File: src/rtl/kbp_pkg.sv
`default_nettype none
// ----------------------------------------------------------------------------
// kbp_pkg
// Types and constants shared by the keyboard packet parser modules.
// ----------------------------------------------------------------------------
package kbp_pkg;

	localparam logic ACT_BYTE    = 1'b0;
	localparam logic ACT_HARVEST = 1'b1;

	localparam logic [1:0] KIND_KEY = 2'd0;
	localparam logic [1:0] KIND_BTN = 2'd1;
	localparam logic [1:0] KIND_JOY = 2'd2;
	localparam logic [1:0] KIND_MOT = 2'd3;

	localparam logic [7:0] HDR_STATUS   = 8'hF6;
	localparam logic [7:0] HDR_ABS      = 8'hF7;
	localparam logic [7:0] HDR_REL_BASE = 8'hF8;
	localparam logic [7:0] HDR_CLOCK    = 8'hFC;
	localparam logic [7:0] HDR_JOYS     = 8'hFD;
	localparam logic [7:0] HDR_JOY0     = 8'hFE;
	localparam logic [7:0] HDR_JOY1     = 8'hFF;

	typedef struct packed {
		logic       action;
		logic [7:0] rx_byte;
	} req_t;

	typedef struct packed {
		logic [1:0]         event_kind;
		logic [7:0]         event_code;
		logic signed [15:0] motion_dx;
		logic signed [15:0] motion_dy;
	} evt_t;

	function automatic logic [2:0] header_length(input logic [7:0] h);
		logic [2:0] len;
		len = 3'd0;
		if (h[7:2] == HDR_REL_BASE[7:2]) begin
			len = 3'd2;
		end else begin
			unique case (h)
				HDR_STATUS: len = 3'd7;
				HDR_ABS:    len = 3'd5;
				HDR_CLOCK:  len = 3'd6;
				HDR_JOYS:   len = 3'd2;
				HDR_JOY0:   len = 3'd1;
				HDR_JOY1:   len = 3'd1;
				default:    len = 3'd0;
			endcase
		end
		return len;
	endfunction

endpackage
`default_nettype wire

File: src/rtl/kbp_parser.sv
`default_nettype none
// ----------------------------------------------------------------------------
// kbp_parser
// Packet state, motion totals and per-transaction event decode.
// ----------------------------------------------------------------------------
module kbp_parser (
	input  wire logic         clk,
	input  wire logic         arst_n,
	input  wire logic         fire,
	input  wire kbp_pkg::req_t item,
	output logic              res_valid,
	output kbp_pkg::evt_t     res
);
	import kbp_pkg::*;

	logic [2:0]  bytes_left_q,    bytes_left_d;
	logic [7:0]  packet_header_q, packet_header_d;
	logic [2:0]  payload_index_q, payload_index_d;
	logic [7:0]  first_payload_q, first_payload_d;
	logic [7:0]  second_payload_q, second_payload_d;
	logic [1:0]  last_buttons_q,  last_buttons_d;
	logic [15:0] dx_total_q,      dx_total_d;
	logic [15:0] dy_total_q,      dy_total_d;
	logic [7:0]  b;
	logic [2:0]  bl_dec;
	logic [1:0]  btn;

	assign b      = item.rx_byte;
	assign bl_dec = bytes_left_q - 3'd1;
	assign btn    = packet_header_q[1:0];

	always_comb begin
		bytes_left_d     = bytes_left_q;
		packet_header_d  = packet_header_q;
		payload_index_d  = payload_index_q;
		first_payload_d  = first_payload_q;
		second_payload_d = second_payload_q;
		last_buttons_d   = last_buttons_q;
		dx_total_d       = dx_total_q;
		dy_total_d       = dy_total_q;
		res_valid        = 1'b0;
		res              = '0;
		if (item.action == ACT_HARVEST) begin
			res_valid      = 1'b1;
			res.event_kind = KIND_MOT;
			res.motion_dx  = dx_total_q;
			res.motion_dy  = dy_total_q;
			dx_total_d     = '0;
			dy_total_d     = '0;
		end else if (bytes_left_q != 3'd0) begin
			if (payload_index_q == 3'd0) begin
				first_payload_d = b;
			end else if (payload_index_q == 3'd1) begin
				second_payload_d = b;
			end
			payload_index_d = payload_index_q + 3'd1;
			bytes_left_d    = bl_dec;
			if (bl_dec == 3'd0) begin
				if (packet_header_q[7:2] == HDR_REL_BASE[7:2]) begin
					dx_total_d = dx_total_q + {{8{first_payload_d[7]}}, first_payload_d};
					dy_total_d = dy_total_q + {{8{second_payload_d[7]}}, second_payload_d};
					if (btn != last_buttons_q) begin
						last_buttons_d = btn;
						res_valid      = 1'b1;
						res.event_kind = KIND_BTN;
						res.event_code = {6'd0, btn};
					end
				end else if (packet_header_q == HDR_JOYS) begin
					res_valid      = 1'b1;
					res.event_kind = KIND_JOY;
					res.event_code = second_payload_d;
				end else if (packet_header_q == HDR_JOY1) begin
					res_valid      = 1'b1;
					res.event_kind = KIND_JOY;
					res.event_code = first_payload_d;
				end
			end
		end else if (b >= HDR_STATUS) begin
			packet_header_d = b;
			payload_index_d = 3'd0;
			bytes_left_d    = header_length(b);
		end else begin
			res_valid      = 1'b1;
			res.event_kind = KIND_KEY;
			res.event_code = b;
		end
	end

	always_ff @(posedge clk or negedge arst_n) begin
		if (!arst_n) begin
			bytes_left_q    <= '0;
			packet_header_q <= '0;
			payload_index_q <= '0;
			last_buttons_q  <= '0;
			dx_total_q      <= '0;
			dy_total_q      <= '0;
		end else if (fire) begin
			bytes_left_q    <= bytes_left_d;
			packet_header_q <= packet_header_d;
			payload_index_q <= payload_index_d;
			last_buttons_q  <= last_buttons_d;
			dx_total_q      <= dx_total_d;
			dy_total_q      <= dy_total_d;
		end
	end

	// payload bytes: no reset, always written before use
	always_ff @(posedge clk) begin
		if (fire) begin
			first_payload_q  <= first_payload_d;
			second_payload_q <= second_payload_d;
		end
	end

endmodule
`default_nettype wire

File: src/rtl/kbp_out_reg.sv
`default_nettype none
// ----------------------------------------------------------------------------
// kbp_out_reg
// Result register on the event channel.
// ----------------------------------------------------------------------------
module kbp_out_reg (
	input  wire logic          clk,
	input  wire logic          arst_n,
	input  wire logic          load,
	input  wire kbp_pkg::evt_t res,
	input  wire logic          stall,
	output logic               free,
	output logic               valid,
	output kbp_pkg::evt_t      data
);
	import kbp_pkg::*;

	logic valid_q;
	evt_t data_q;

	assign free  = !valid_q || !stall;
	assign valid = valid_q;
	assign data  = data_q;

	always_ff @(posedge clk or negedge arst_n) begin
		if (!arst_n) begin
			valid_q <= 1'b0;
		end else if (free) begin
			valid_q <= load;
		end
	end

	always_ff @(posedge clk) begin
		if (free && load) begin
			data_q <= res;
		end
	end

endmodule
`default_nettype wire

File: src/rtl/keyboard_packet_parser.sv
`default_nettype none
// ----------------------------------------------------------------------------
// keyboard_packet_parser
// Turns the keyboard-controller byte stream into key, button, joystick and
// motion-total events.
//
// req channel: one transaction is a received byte or a harvest request.
// evt channel: zero or one event per req transaction, in order.
// A transaction lands in an input register, is decoded against the packet
// state once the result register is free, and its event is written to the
// result register, which drives evt_valid. One transaction per cycle is
// sustained while the result register is not stalled; the decode and the
// 16-bit adds are combinational.
// Packet bytes and dropped packets give no event and retire without a slot.
// Reset clears packet state, button history and the motion totals; both
// channels come up empty.
// When evt_stall is high a full result register holds; the input register
// still fills, and req_stall rises only once both are occupied.
// ----------------------------------------------------------------------------
module keyboard_packet_parser (
	input  wire logic          clk,
	input  wire logic          arst_n,
	input  wire logic          req_valid,
	output logic               req_stall,
	input  wire kbp_pkg::req_t req,
	output logic               evt_valid,
	input  wire logic          evt_stall,
	output kbp_pkg::evt_t      evt
);
	import kbp_pkg::*;

	logic valid_s1;
	req_t item_s1;
	logic out_free;
	logic fire;
	logic res_valid;
	evt_t res;

	assign fire      = valid_s1 && out_free;
	assign req_stall = valid_s1 && !out_free;

	always_ff @(posedge clk or negedge arst_n) begin
		if (!arst_n) begin
			valid_s1 <= 1'b0;
		end else if (!req_stall) begin
			valid_s1 <= req_valid;
		end
	end

	always_ff @(posedge clk) begin
		if (req_valid && !req_stall) begin
			item_s1 <= req;
		end
	end

	kbp_parser u_parser (
		.clk       (clk),
		.arst_n    (arst_n),
		.fire      (fire),
		.item      (item_s1),
		.res_valid (res_valid),
		.res       (res)
	);

	kbp_out_reg u_out (
		.clk    (clk),
		.arst_n (arst_n),
		.load   (fire && res_valid),
		.res    (res),
		.stall  (evt_stall),
		.free   (out_free),
		.valid  (evt_valid),
		.data   (evt)
	);

endmodule
`default_nettype wire

File: config.mk
export PLATFORM = sky130hd
export DESIGN_NAME = keyboard_packet_parser
export DESIGN_NICKNAME = d
export VERILOG_FILES = /design/src/rtl/kbp_pkg.sv /design/src/rtl/kbp_parser.sv /design/src/rtl/kbp_out_reg.sv /design/src/rtl/keyboard_packet_parser.sv
export SDC_FILE = /design/constraint.sdc
export NUM_CORES = 1
export LEC_CHECK = 0
export BUFFER_PORTS_ARGS = -buffer_cell sky130_fd_sc_hd__buf_2
export CAP_MARGIN = 25
export CORE_MARGIN = 10
export CORE_UTILIZATION = 30
export CTS_BUF_LIST = sky130_fd_sc_hd__clkbuf_4
export CTS_CLUSTER_SIZE = 28
export DETAILED_ROUTE_END_ITERATION = 7
export PLACE_DENSITY = 0.46
export SYNTH_ARGS = -nofsm -noshare
export SYNTH_HDL_FRONTEND = slang
export SYNTH_SLANG_ARGS = --single-unit
File: constraint.sdc
create_clock -name clk -period 4.15 [get_ports clk]
set_clock_uncertainty 0.1 [all_clocks]
set_input_delay 0.415 -clock clk [delete_from_list [all_inputs] [get_ports clk]]
set_output_delay 0.415 -clock clk [all_outputs]
set_load 0.01 [all_outputs]
==> metrics.csv, run 1 <==
stage,metric,value,unit
power_and_ir_drop,P_sw,1.36,mW
sta,RSZ-0062 raised after global routing,false,
sta,Setup TNS Final,0,ps
worst_setup_path,R2R Setup Slk,600,ps
grt,global route overflow,0,
placement,input/output buffers,56,
placement,gpl congestion,0.880,
synth,post-synth cell types,58,
sta,Max Clk Rate,281,MHz
power_and_ir_drop,Static Leakage,3.13,nW
cells_and_area,"commonest non-fill, non-tap cell in the layout",edfxtp_1,
clock_network,clock slew at reported path FFs,110,ps
power_and_ir_drop,Seq pwr share,40.6,%
routing,TritonRoute pass-1 iters,5,
clock_network,CTS resizes,0,
power_and_ir_drop,Worst VDD drop,144,uV
grt,antenna violations before repair,1,
job,MaxCap Viol Count,0,
sta,final setup violation count,0,
synth,Post-Syn Instances,579,
clock_network,Clock Tree Buf Depth,2,
sta,"Hold Violations, Final",0,
sta,Tmin final,3550,ps
power_and_ir_drop,Int Power,2.51,mW
synth,"FFs w/ async S/R, synth",42.7,%
synth,area share of the largest cell type after synthesis,31.9,%
synth,post-synthesis register bit count,117,
status,run status,finished clean,
synth,number of warnings issued by yosys,0,
synth,syn_area_per_cell,10.9,um2
worst_setup_path,required time worst endpoint,4460,ps
worst_setup_path,crit path kind,register to register,
synth,Synth area leaders,"edfxtp_1, dfrtp_1, ha_1, and2_1, mux2_2",
synth,Post-Syn Nets,633,
clock_network,clk_lat worst skew,520,ps
grt,largest net degree at the start of global routing,52,
placement,hpwl dp,10.9,mm
power_and_ir_drop,Clock Power Share,23.4,%
clock_network,CTS Sinks,117,
grt,gr usage total,11.6,%
cells_and_area,nets@finish,707,
routing,Final ANT Viol Nets,0,
synth,Synth area leader,edfxtp_1,
synth,ys flop type,edfxtp_1,
clock_network,H-tree lvl count,4,
power_and_ir_drop,sw frac,35.0,%
die,DIE AREA,27200,um2
power_and_ir_drop,logic gate share of total power,36.0,%
sta,Worst-Margin Slew,936,ps
die,die span in x,165,um
power_and_ir_drop,cell area power density,526,nW/um2
grt,vias in the first global route,4619,
cells_and_area,layout cells sized above 1,19.1,%
sta,worst rel slew slack,37.5,%
grt,first-pass GRT wire length,24.7,mm
worst_setup_path,crit path launch type,register,
clock_network,"Setup Fix Bufs, Post-CTS",0,
die,effective utilization at floorplan,30.2,%
clock_network,CTS tree,yes,
routing,Routed wire per std cell,16.1,um
routing,Iter 0 DRT Violations,202,
die,CORE AREA,20900,um2
worst_setup_path,r2r startpoint,u_parser.payload_index_q[0],
sta,final slew viol count,0,
die,boundary pin count,57,
worst_setup_path,Critical Path Start,u_parser.payload_index_q[0],
synth,"Seq/Total Area, Yosys",51.7,%
cells_and_area,most frequent cells in the layout,"edfxtp_1, nand2_1, buf_2, dfrtp_1",
die,die height,165,um
sta,final setup slack of the worst path,596,ps
placement,pre-CTS setup slack,622,ps
clock_network,Root Driver,clkbuf_4,
worst_setup_path,CP Capture Type,register,
clock_network,hold_buf cts,12,
worst_setup_path,CP arrival,3870,ps
routing,via count,4470,
routing,routed vias/inst,4.75,
worst_setup_path,depth of the worst register-to-register path,14,
cells_and_area,P&R area growth vs syn,16.6,%
synth,mapped cell area,6310,um2
power_and_ir_drop,total power,3.87,mW
die,Rows,53,
hold_path,hold crit path type,input port to async pin,
sta,Final Cycle Share,85.6,%
synth,number of synthesized flops with an enable pin,67,
clock_network,CTS buffer count,17,
worst_setup_path,"Max FO, Critical Path",10,
routing,DRC errors left,0,
routing,final WL,15.2,mm
[cells by family (layout without fill, tap and decap cells)]
group | count (synthesis) | in the layout | share of synthesized area (%)
AOI/OAI and AO/OA | 142 | 142 | 14.2
xor gates and xnor gates | 27 | 27 | 3.75
and+or+nand+nor | 189 | 189 | 15.0
muxes | 24 | 24 | 4.22
other | 0 | 1 | 0
DFF | 117 | 117 | 51.7
buffers and inverters | 39 | 126 | 2.74
adders and majority gates | 41 | 41 | 8.36
[power groups by stage]
stage,clock network (mW),registers [mW],logic [mW]
final,0.906,1.57,1.39
after global routing,0.987,1.60,1.57
after CTS,0.944,1.57,1.41
after detailed placement,0,1.60,1.40
after global placement,0,1.60,1.39
after floorplan,0,1.60,0.999
[routing by layer]
metal | part of all wire [%] | up-vias | wire, um | global-route usage [%]
met2 | 47 | 77 | 7200 | 18.4
met3 | 4.3 | 11 | 652 | 2.78
met4 | 1.2 | 0 | 189 | 5.07
li1 | - | 2241 | - | -
met1 | 47 | 2141 | 7170 | 14.9
met5 | 0 | - | 0 | 0
[final cells by class]
class	count	area, um2
flip-flops and latches	117	3260
multi-input cells	423	2890
inverters	18	67.6
fillers	2061	13500
well taps	275	344
diodes	1	2.50
repair buffers	76	480
clock buffers	19	143
clock inverters	13	164
[final timing paths]
kind	to
min	u_parser.dy_total_q[3]
max	u_parser.dy_total_q[15]
max reg2reg	u_parser.dy_total_q[15]
min reg2reg	u_parser.packet_header_q[7]
min in group clk	u_parser.packet_header_q[7]
max in group asynchronous	u_parser.last_buttons_q[0]
[flip-flops by register name, indices dropped and copies added, names as in the netlist, 2 cells and up]
register	flops
item_s1	9
u_out.data	42
u_parser.bytes_left_q	3
u_parser.dx_total_q	16
u_parser.dy_total_q	16
u_parser.first_payload_q	8
u_parser.last_buttons_q	2
u_parser.packet_header_q	8
u_parser.payload_index_q	3
u_parser.second_payload_q	8
[synth_stat cells, types with 13 or more instances]
cell / number
and2_1: 38
xnor2_1: 14
edfxtp_1: 67
xor2_1: 13
nor2_1: 37
dfrtp_1: 50
a21oi_1: 39
nand2_1: 58
inv_1: 18
ha_1: 39
o21ai_0: 37
mux2_2: 21
clkbuf_1: 15
[per-stage QoR]
stage                     util, %  instance area (um2)  std cells  hold WS, ps
after global placement       33.1                 6910        896          307
after global routing         35.2                 7360        942          260
after detailed placement     33.2                 6930        897          303
after CTS                    35.2                 7350        941          219
after floorplan                 -                 6310        579         19.4
final                        35.2                 7360        942          280
[critical path, stage by stage (launching register included)]
cell      delay (ps)
dfrtp_1          420
inv_1             60
ha_1             210
nor3b_1          200
buf_4            220
mux2i_1          250
inv_1             80
ha_1             310
a211o_1          290
a21oi_1          160
a21boi_0         240
a41oi_1          320
mux2i_1          290
o21ai_2           70
a22o_1           220
No activity file was read; power rests on OpenSTA's default activity.
==> run 2: changes to the inputs <==
--- a/config.mk
+++ b/config.mk
@@ -12,7 +12,7 @@
 export CTS_BUF_LIST = sky130_fd_sc_hd__clkbuf_4
 export CTS_CLUSTER_SIZE = 28
 export DETAILED_ROUTE_END_ITERATION = 7
-export PLACE_DENSITY = 0.46
+export PLACE_DENSITY = 0.45
 export SYNTH_ARGS = -nofsm -noshare
 export SYNTH_HDL_FRONTEND = slang
 export SYNTH_SLANG_ARGS = --single-unit
==> run 2 against run 1 <==
Compared with the run above:
- maximum frequency down 2.1%
- non-clock buffer count unchanged
- critical path depth is the same
- cell count increased by 0.11%
- die area did not move
- routed wire length increased by 1.1%
- hold slack gained 63 ps
- combinational power is essentially flat
- flip-flop and latch count stayed put
- design area up 0.80%
- via count grew 2.3%
- setup slack lost 75 ps
- critical path type unchanged
==> metrics.csv, run 2 (same netlist as run 1, synthesis figures left out) <==
stage,metric,value,unit,change
status,run status,finished clean,,unchanged
worst_setup_path,"Max FO, Critical Path",10,,unchanged
placement,placed cell count,897,,unchanged
sta,final slew viol count,0,,unchanged
grt,antenna violations before repair,1,,unchanged
cells_and_area,nets@finish,707,,unchanged
placement,hpwl dp,10.9,mm,about the same
worst_setup_path,required time worst endpoint,4480,ps,was 4460 ps
power_and_ir_drop,logic gate share of total power,34.9,%,was 36.0%
worst_setup_path,r2r startpoint,u_parser.payload_index_q[0],,unchanged
clock_network,Clock Tree Buf Depth,2,,unchanged
clock_network,CTS buffer count,17,,unchanged
worst_setup_path,crit path kind,register to register,,unchanged
power_and_ir_drop,total power,4.02,mW,was 3.87 mW
cells_and_area,P&R area growth vs syn,17.5,%,was 16.6%
worst_setup_path,worst path cell trace,"inv_1, ha_1, nor3b_1, buf_4, mux2i_1, inv_1, ha_1, a211o_1, a21oi_1, a21boi_0, a41oi_1, mux2i_1, o21ai_2, a22o_1",,unchanged
power_and_ir_drop,cell area power density,542,nW/um2,was 526 nW/um2
grt,GR Util met3,3.25,%,was 2.78%
worst_setup_path,FF-to-FF End,u_parser.dy_total_q[15],,unchanged
placement,gpl congestion,0.866,,was 0.880
clock_network,CTS Sinks,117,,unchanged
placement,input/output buffers,56,,unchanged
routing,TritonRoute pass-1 iters,4,,was 5
power_and_ir_drop,Worst VDD drop,183,uV,was 144 uV
routing,Iter 0 DRT Violations,249,,was 202
power_and_ir_drop,Seq pwr share,39.2,%,was 40.6%
grt,met2 GRT Util,19.0,%,was 18.4%
power_and_ir_drop,Int Power,2.63,mW,was 2.51 mW
sta,"Hold Violations, Final",0,,unchanged
clock_network,clock slew at reported path FFs,110,ps,about the same
job,MaxCap Viol Count,0,,unchanged
power_and_ir_drop,Static Leakage,3.15,nW,was 3.13 nW
routing,DRC errors left,0,,unchanged
cells_and_area,"commonest non-fill, non-tap cell in the layout",edfxtp_1,,unchanged
clock_network,Root Driver,clkbuf_4,,unchanged
power_and_ir_drop,sw frac,34.6,%,was 35.0%
cells_and_area,fin util,35.5,%,was 35.2%
grt,first-pass GRT wire length,24.7,mm,about the same
sta,worst rel slew slack,33.2,%,was 37.5%
die,die height,165,um,unchanged
clock_network,clk_lat worst skew,530,ps,was 520 ps
worst_setup_path,CP arrival,3960,ps,was 3870 ps
die,boundary pin count,57,,unchanged
worst_setup_path,Slowest Stage Delay on Critical Path,430,ps,was 420 ps
sta,Worst-Margin Slew,994,ps,was 936 ps
worst_setup_path,"Slowest-stage cell, CP",dfrtp_1,,unchanged
clock_network,H-tree lvl count,4,,unchanged
sta,Tmin final,3630,ps,was 3550 ps
hold_path,hold crit path type,input port to async pin,,unchanged
cells_and_area,max FFs per register,42,,unchanged
power_and_ir_drop,P_sw,1.39,mW,was 1.36 mW
sta,hold slack,344,ps,was 280 ps
clock_network,CTS tree,yes,,unchanged
sta,Final Cycle Share,87.5,%,was 85.6%
grt,GR Util met1,14.5,%,was 14.9%
grt,vias in the first global route,4636,,was 4619
sta,Max Clk Rate,276,MHz,was 281 MHz
cells_and_area,layout cells sized above 1,19.5,%,was 19.1%
die,Rows,53,,unchanged
cells_and_area,Non-Filler Instances,943,,was 942
grt,gr usage total,11.6,%,about the same
routing,final WL,15.4,mm,was 15.2 mm
worst_setup_path,depth of the worst register-to-register path,14,,unchanged
routing,routed vias/inst,4.85,,was 4.75
routing,via count,4574,,was 4470
cells_and_area,multi-input logic area,2890,um2,unchanged
die,effective utilization at floorplan,30.2,%,unchanged
sta,Setup TNS Final,0,ps,unchanged
grt,global route overflow,0,,unchanged
power_and_ir_drop,Clock Power Share,26.0,%,was 23.4%
worst_setup_path,R2R Setup Slk,520,ps,was 600 ps
grt,largest net degree at the start of global routing,47,,was 52
die,die span in x,165,um,unchanged
routing,Routed wire per std cell,16.3,um,was 16.1 um
cells_and_area,# fillers,2082,,was 2061
die,CORE AREA,20900,um2,unchanged
grt,GRT busiest layer,met2,,unchanged
worst_setup_path,CP Capture Type,register,,unchanged
routing,Final ANT Viol Nets,0,,unchanged
sta,final setup violation count,0,,unchanged
cells_and_area,most frequent cells in the layout,"edfxtp_1, nand2_1, buf_2, dfrtp_1",,unchanged
cells_and_area,FF/Latch Area,3260,um2,unchanged
worst_setup_path,crit path launch type,register,,unchanged
sta,RSZ-0062 raised after global routing,false,,unchanged
die,DIE AREA,27200,um2,unchanged
## run 2: worst max path at each step
| stage | endpoint | from | slack (ps) |
|---|---|---|---|
| 3_5_place_dp | u_parser.dy_total_q[12] | u_parser.payload_index_q[0] | 540 |
| 2_1_floorplan | u_out.data[0] | u_parser.bytes_left_q[0] | 100 |
| 5_1_grt | u_parser.dy_total_q[12] | u_parser.payload_index_q[0] | 230 |
| 3_3_place_gp | u_parser.dy_total_q[15] | u_parser.payload_index_q[0] | 610 |
| 6_report | u_parser.dy_total_q[15] | u_parser.payload_index_q[0] | 520 |
| 4_1_cts | u_parser.dy_total_q[15] | u_parser.payload_index_q[0] | 520 |
## run 2: cell type report
type                    count  share of cell area (%)
flip-flops and latches    117                    44.0
multi-input cells         423                    39.0
repair buffers             76                    6.48
well taps                 275                    4.64
clock inverters            15                    3.17
clock buffers              17                    1.72
inverters                  18                   0.911
diodes                      2                  0.0675
## run 2: stage by stage
| stage | cell area, um2 | setup WS, ps |
|---|---|---|
| 6_report | 7420 | 521 |
| 5_1_grt | 7420 | 229 |
| 4_1_cts | 7410 | 519 |
| 3_5_place_dp | 6930 | 539 |
| 3_3_place_gp | 6910 | 611 |
| 2_1_floorplan | 6310 | 102 |
## run 2: worst max-delay path, delay by kind of cell (launching register included)
family | cells | cell delay (ps)
AOI/OAI and AO/OA | 6 | 1330
muxes | 2 | 550
adders and majority gates | 2 | 520
DFF | 1 | 430
buffers and inverters | 3 | 370
and+or+nand+nor | 1 | 210
## run 2: what timing repair did
item,CTS,global route
setup buffers,0,0
hold buffers,12,0
endpoints found under the hold margin,33,0
resized for setup,0,0
## run 2: routing by layer
metal	vias up	share of wire, %
met4	0	1.2
met5	-	0
met3	13	4.0
li1	2256	-
met2	87	48
met1	2218	47
## run 2: power by group through the flow
stage | clock network, mW | logic (mW) | registers, mW
finish | 1.04 | 1.40 | 1.57
CTS | 1.09 | 1.42 | 1.58
global placement | 0 | 1.40 | 1.60
detailed placement | 0 | 1.40 | 1.60
global route | 1.13 | 1.57 | 1.60
floorplan | 0 | 0.999 | 1.60
==> run 3: changes to the inputs <==
--- a/config.mk
+++ b/config.mk
@@ -12,7 +12,7 @@
 export CTS_BUF_LIST = sky130_fd_sc_hd__clkbuf_4
 export CTS_CLUSTER_SIZE = 28
 export DETAILED_ROUTE_END_ITERATION = 7
-export PLACE_DENSITY = 0.45
+export PLACE_DENSITY = 0.43
 export SYNTH_ARGS = -nofsm -noshare
 export SYNTH_HDL_FRONTEND = slang
 export SYNTH_SLANG_ARGS = --single-unit
==> constraint.sdc (replaced) <==
create_clock -name clk -period 4 [get_ports clk]
set_clock_uncertainty 0.1 [all_clocks]
set_input_delay 0.4 -clock clk [delete_from_list [all_inputs] [get_ports clk]]
set_output_delay 0.4 -clock clk [all_outputs]
set_load 0.01 [all_outputs]
==> run 3 against run 2 <==
Compared with the run above:
- first-iteration DRC count fell by 11%
- design area fell by 1.3%
- via count fell by 0.46%
- non-clock buffer count rose by 2
- total power fell by 2.2%
- largest power group unchanged
- highest routed layer unchanged
==> metrics.csv, run 3 (same netlist as run 1, synthesis figures left out) <==
stage,metric,value,unit,change
status,run status,finished clean,,unchanged
clock_network,CTS Sinks,117,,unchanged
worst_setup_path,CP dominant cell by count,ha_1,,
clock_network,"Setup Fix Bufs, Post-CTS",0,,unchanged
placement,gpl congestion,0.818,,was 0.866
routing,TritonRoute pass-1 iters,6,,was 4
worst_setup_path,CP Capture Type,register,,unchanged
sta,worst rel slew slack,33.2,%,about the same
grt,global route overflow,0,,unchanged
worst_setup_path,crit path launch type,register,,unchanged
sta,"Hold Violations, Final",0,,unchanged
grt,vias in the first global route,4630,,was 4636
clock_network,CTS buffer count,17,,unchanged
routing,DRC errors left,0,,unchanged
die,die height,165,um,unchanged
grt,first-pass GRT wire length,25.1,mm,was 24.7 mm
cells_and_area,# fillers,2146,,was 2082
clock_network,Clock Tree Buf Depth,2,,unchanged
worst_setup_path,"Slowest-stage cell, CP",a21boi_0,,was dfrtp_1
power_and_ir_drop,P_sw,1.44,mW,was 1.39 mW
clock_network,clk_lat worst skew,520,ps,was 530 ps
sta,Max Clk Rate,272,MHz,was 276 MHz
die,Rows,53,,unchanged
hold_path,hold crit path type,input port to async pin,,unchanged
die,boundary pin count,57,,unchanged
power_and_ir_drop,Seq pwr share,41.5,%,was 39.2%
routing,Routed wire per std cell,16.3,um,about the same
power_and_ir_drop,Int Power,2.49,mW,was 2.63 mW
clock_network,Root Driver,clkbuf_4,,unchanged
die,CORE AREA,20900,um2,unchanged
grt,antenna violations before repair,1,,unchanged
sta,Tmin final,3670,ps,was 3630 ps
placement,input/output buffers,56,,unchanged
clock_network,clock slew at reported path FFs,110,ps,about the same
placement,hpwl dp,11.0,mm,was 10.9 mm
worst_setup_path,CP arrival,3980,ps,was 3960 ps
sta,Worst-Margin Slew,994,ps,about the same
cells_and_area,"commonest non-fill, non-tap cell in the layout",edfxtp_1,,unchanged
sta,RSZ-0062 raised after global routing,false,,unchanged
routing,via count,4553,,was 4574
power_and_ir_drop,Worst VDD drop,157,uV,was 183 uV
routing,routed vias/inst,4.82,,was 4.85
worst_setup_path,worst path cell trace,"inv_1, ha_1, nor3b_1, buf_4, mux2_2, ha_1, o211ai_1, nand2_1, a21boi_0, a41oi_2, mux2i_1, and3_1, a22o_1",,"was inv_1, ha_1, nor3b_1, buf_4, mux2i_1, inv_1, ha_1, a211o_1, a21oi_1, a21boi_0, a41oi_1, mux2i_1, o21ai_2, a22o_1"
worst_setup_path,r2r startpoint,u_parser.payload_index_q[0],,unchanged
die,die span in x,165,um,unchanged
sta,final setup violation count,0,,unchanged
power_and_ir_drop,Clock Power Share,21.4,%,was 26.0%
power_and_ir_drop,sw frac,36.6,%,was 34.6%
die,effective utilization at floorplan,30.2,%,unchanged
cells_and_area,"Design Area, Final",7320,um2,was 7420 um2
worst_setup_path,"Max FO, Critical Path",10,,unchanged
power_and_ir_drop,logic gate share of total power,37.2,%,was 34.9%
clock_network,H-tree lvl count,4,,unchanged
routing,final WL,15.4,mm,about the same
sta,final slew viol count,0,,unchanged
cells_and_area,P&R area growth vs syn,15.9,%,was 17.5%
routing,Final ANT Viol Nets,0,,unchanged
worst_setup_path,crit path kind,register to register,,unchanged
cells_and_area,max FFs per register,42,,unchanged
cells_and_area,fin util,35.0,%,was 35.5%
worst_setup_path,Critical Path Start,u_parser.payload_index_q[0],,unchanged
cells_and_area,nets@finish,709,,was 707
worst_setup_path,Slowest Stage Delay on Critical Path,540,ps,was 430 ps
power_and_ir_drop,cell area power density,537,nW/um2,was 542 nW/um2
sta,Final Cycle Share,91.8,%,was 87.5%
placement,DP Area,6920,um2,was 6930 um2
power_and_ir_drop,Static Leakage,3.13,nW,was 3.15 nW
cells_and_area,layout cells sized above 1,20.1,%,was 19.5%
worst_setup_path,required time worst endpoint,4310,ps,was 4480 ps
job,MaxCap Viol Count,0,,unchanged
clock_network,CTS tree,yes,,unchanged
routing,Iter 0 DRT Violations,222,,was 249
grt,largest net degree at the start of global routing,51,,was 47
grt,gr usage total,11.8,%,was 11.6%
sta,Setup TNS Final,0,ps,unchanged
cells_and_area,most frequent cells in the layout,"edfxtp_1, nand2_1, buf_2, dfrtp_1",,unchanged
die,DIE AREA,27200,um2,unchanged
## run 3: repair_timing
item / CTS / global route
resized for setup: 0 / 1
hold buffers: 12 / 0
endpoints found under the setup margin: 0 / 1
endpoints found under the hold margin: 32 / 0
## run 3: routing by layer
layer,part of all wire (%),GRT usage (%),wire length (um),vias up
met5,0,0,0,-
li1,-,-,-,2256
met1,48,15.5,7470,2206
met4,1.2,3.78,192,0
met2,46,18.4,7150,76
met3,4.0,3.37,615,15
## run 3: cell type report
type / count / area, um2 / area share (%)
inverters: 18 / 67.6 / 0.923
multi-input cells: 423 / 2900 / 39.6
clock inverters: 12 / 114 / 1.56
clock buffers: 20 / 150 / 2.05
flip-flops and latches: 117 / 3260 / 44.6
diodes: 1 / 2.50 / 0.0342
repair buffers: 78 / 475 / 6.50
well taps: 275 / 344 / 4.70
## run 3: power by group through the flow
stage / sequential (mW) / clock (mW) / combinational [mW]
2_1_floorplan: 1.66 / 0 / 1.04
3_3_place_gp: 1.65 / 0 / 1.46
3_5_place_dp: 1.66 / 0 / 1.46
4_1_cts: 1.63 / 0.876 / 1.48
5_1_grt: 1.66 / 0.914 / 1.66
6_report: 1.63 / 0.840 / 1.46
## run 3: per-stage QoR
| stage | power, mW | setup WS [ps] | hold slack (ps) | cells |
|---|---|---|---|---|
| after global placement | 3.11 | 455 | 347 | 899 |
| after CTS | 3.99 | 335 | 305 | 943 |
| after floorplan | 2.70 | 634 | 4.41 | 579 |
| final | 3.93 | 329 | 322 | 944 |
| after global routing | 4.23 | 9.95 | 341 | 944 |
| after detailed placement | 3.12 | 380 | 345 | 899 |
## run 3: path summary, 6_finish.rpt
kind	endpoint	slack (ps)	depth (start not counted)
setup / recovery	u_parser.dy_total_q[15]	330	13
hold / removal	u_parser.dx_total_q[8]	320	2
setup reg to reg	u_parser.dy_total_q[15]	330	13
hold reg to reg	u_parser.packet_header_q[5]	380	1
max in group asynchronous	u_parser.bytes_left_q[1]	2650	3
min in group clk	u_parser.packet_header_q[5]	380	1
## run 3: worst max-delay path: cells and delay by family, from the launching register on
family / cells / cell delay (ps)
fa+ha+maj: 2 / 600
simple gates: 3 / 480
flops: 1 / 440
buf+inv: 2 / 300
compound gates: 4 / 1070
mux: 2 / 580
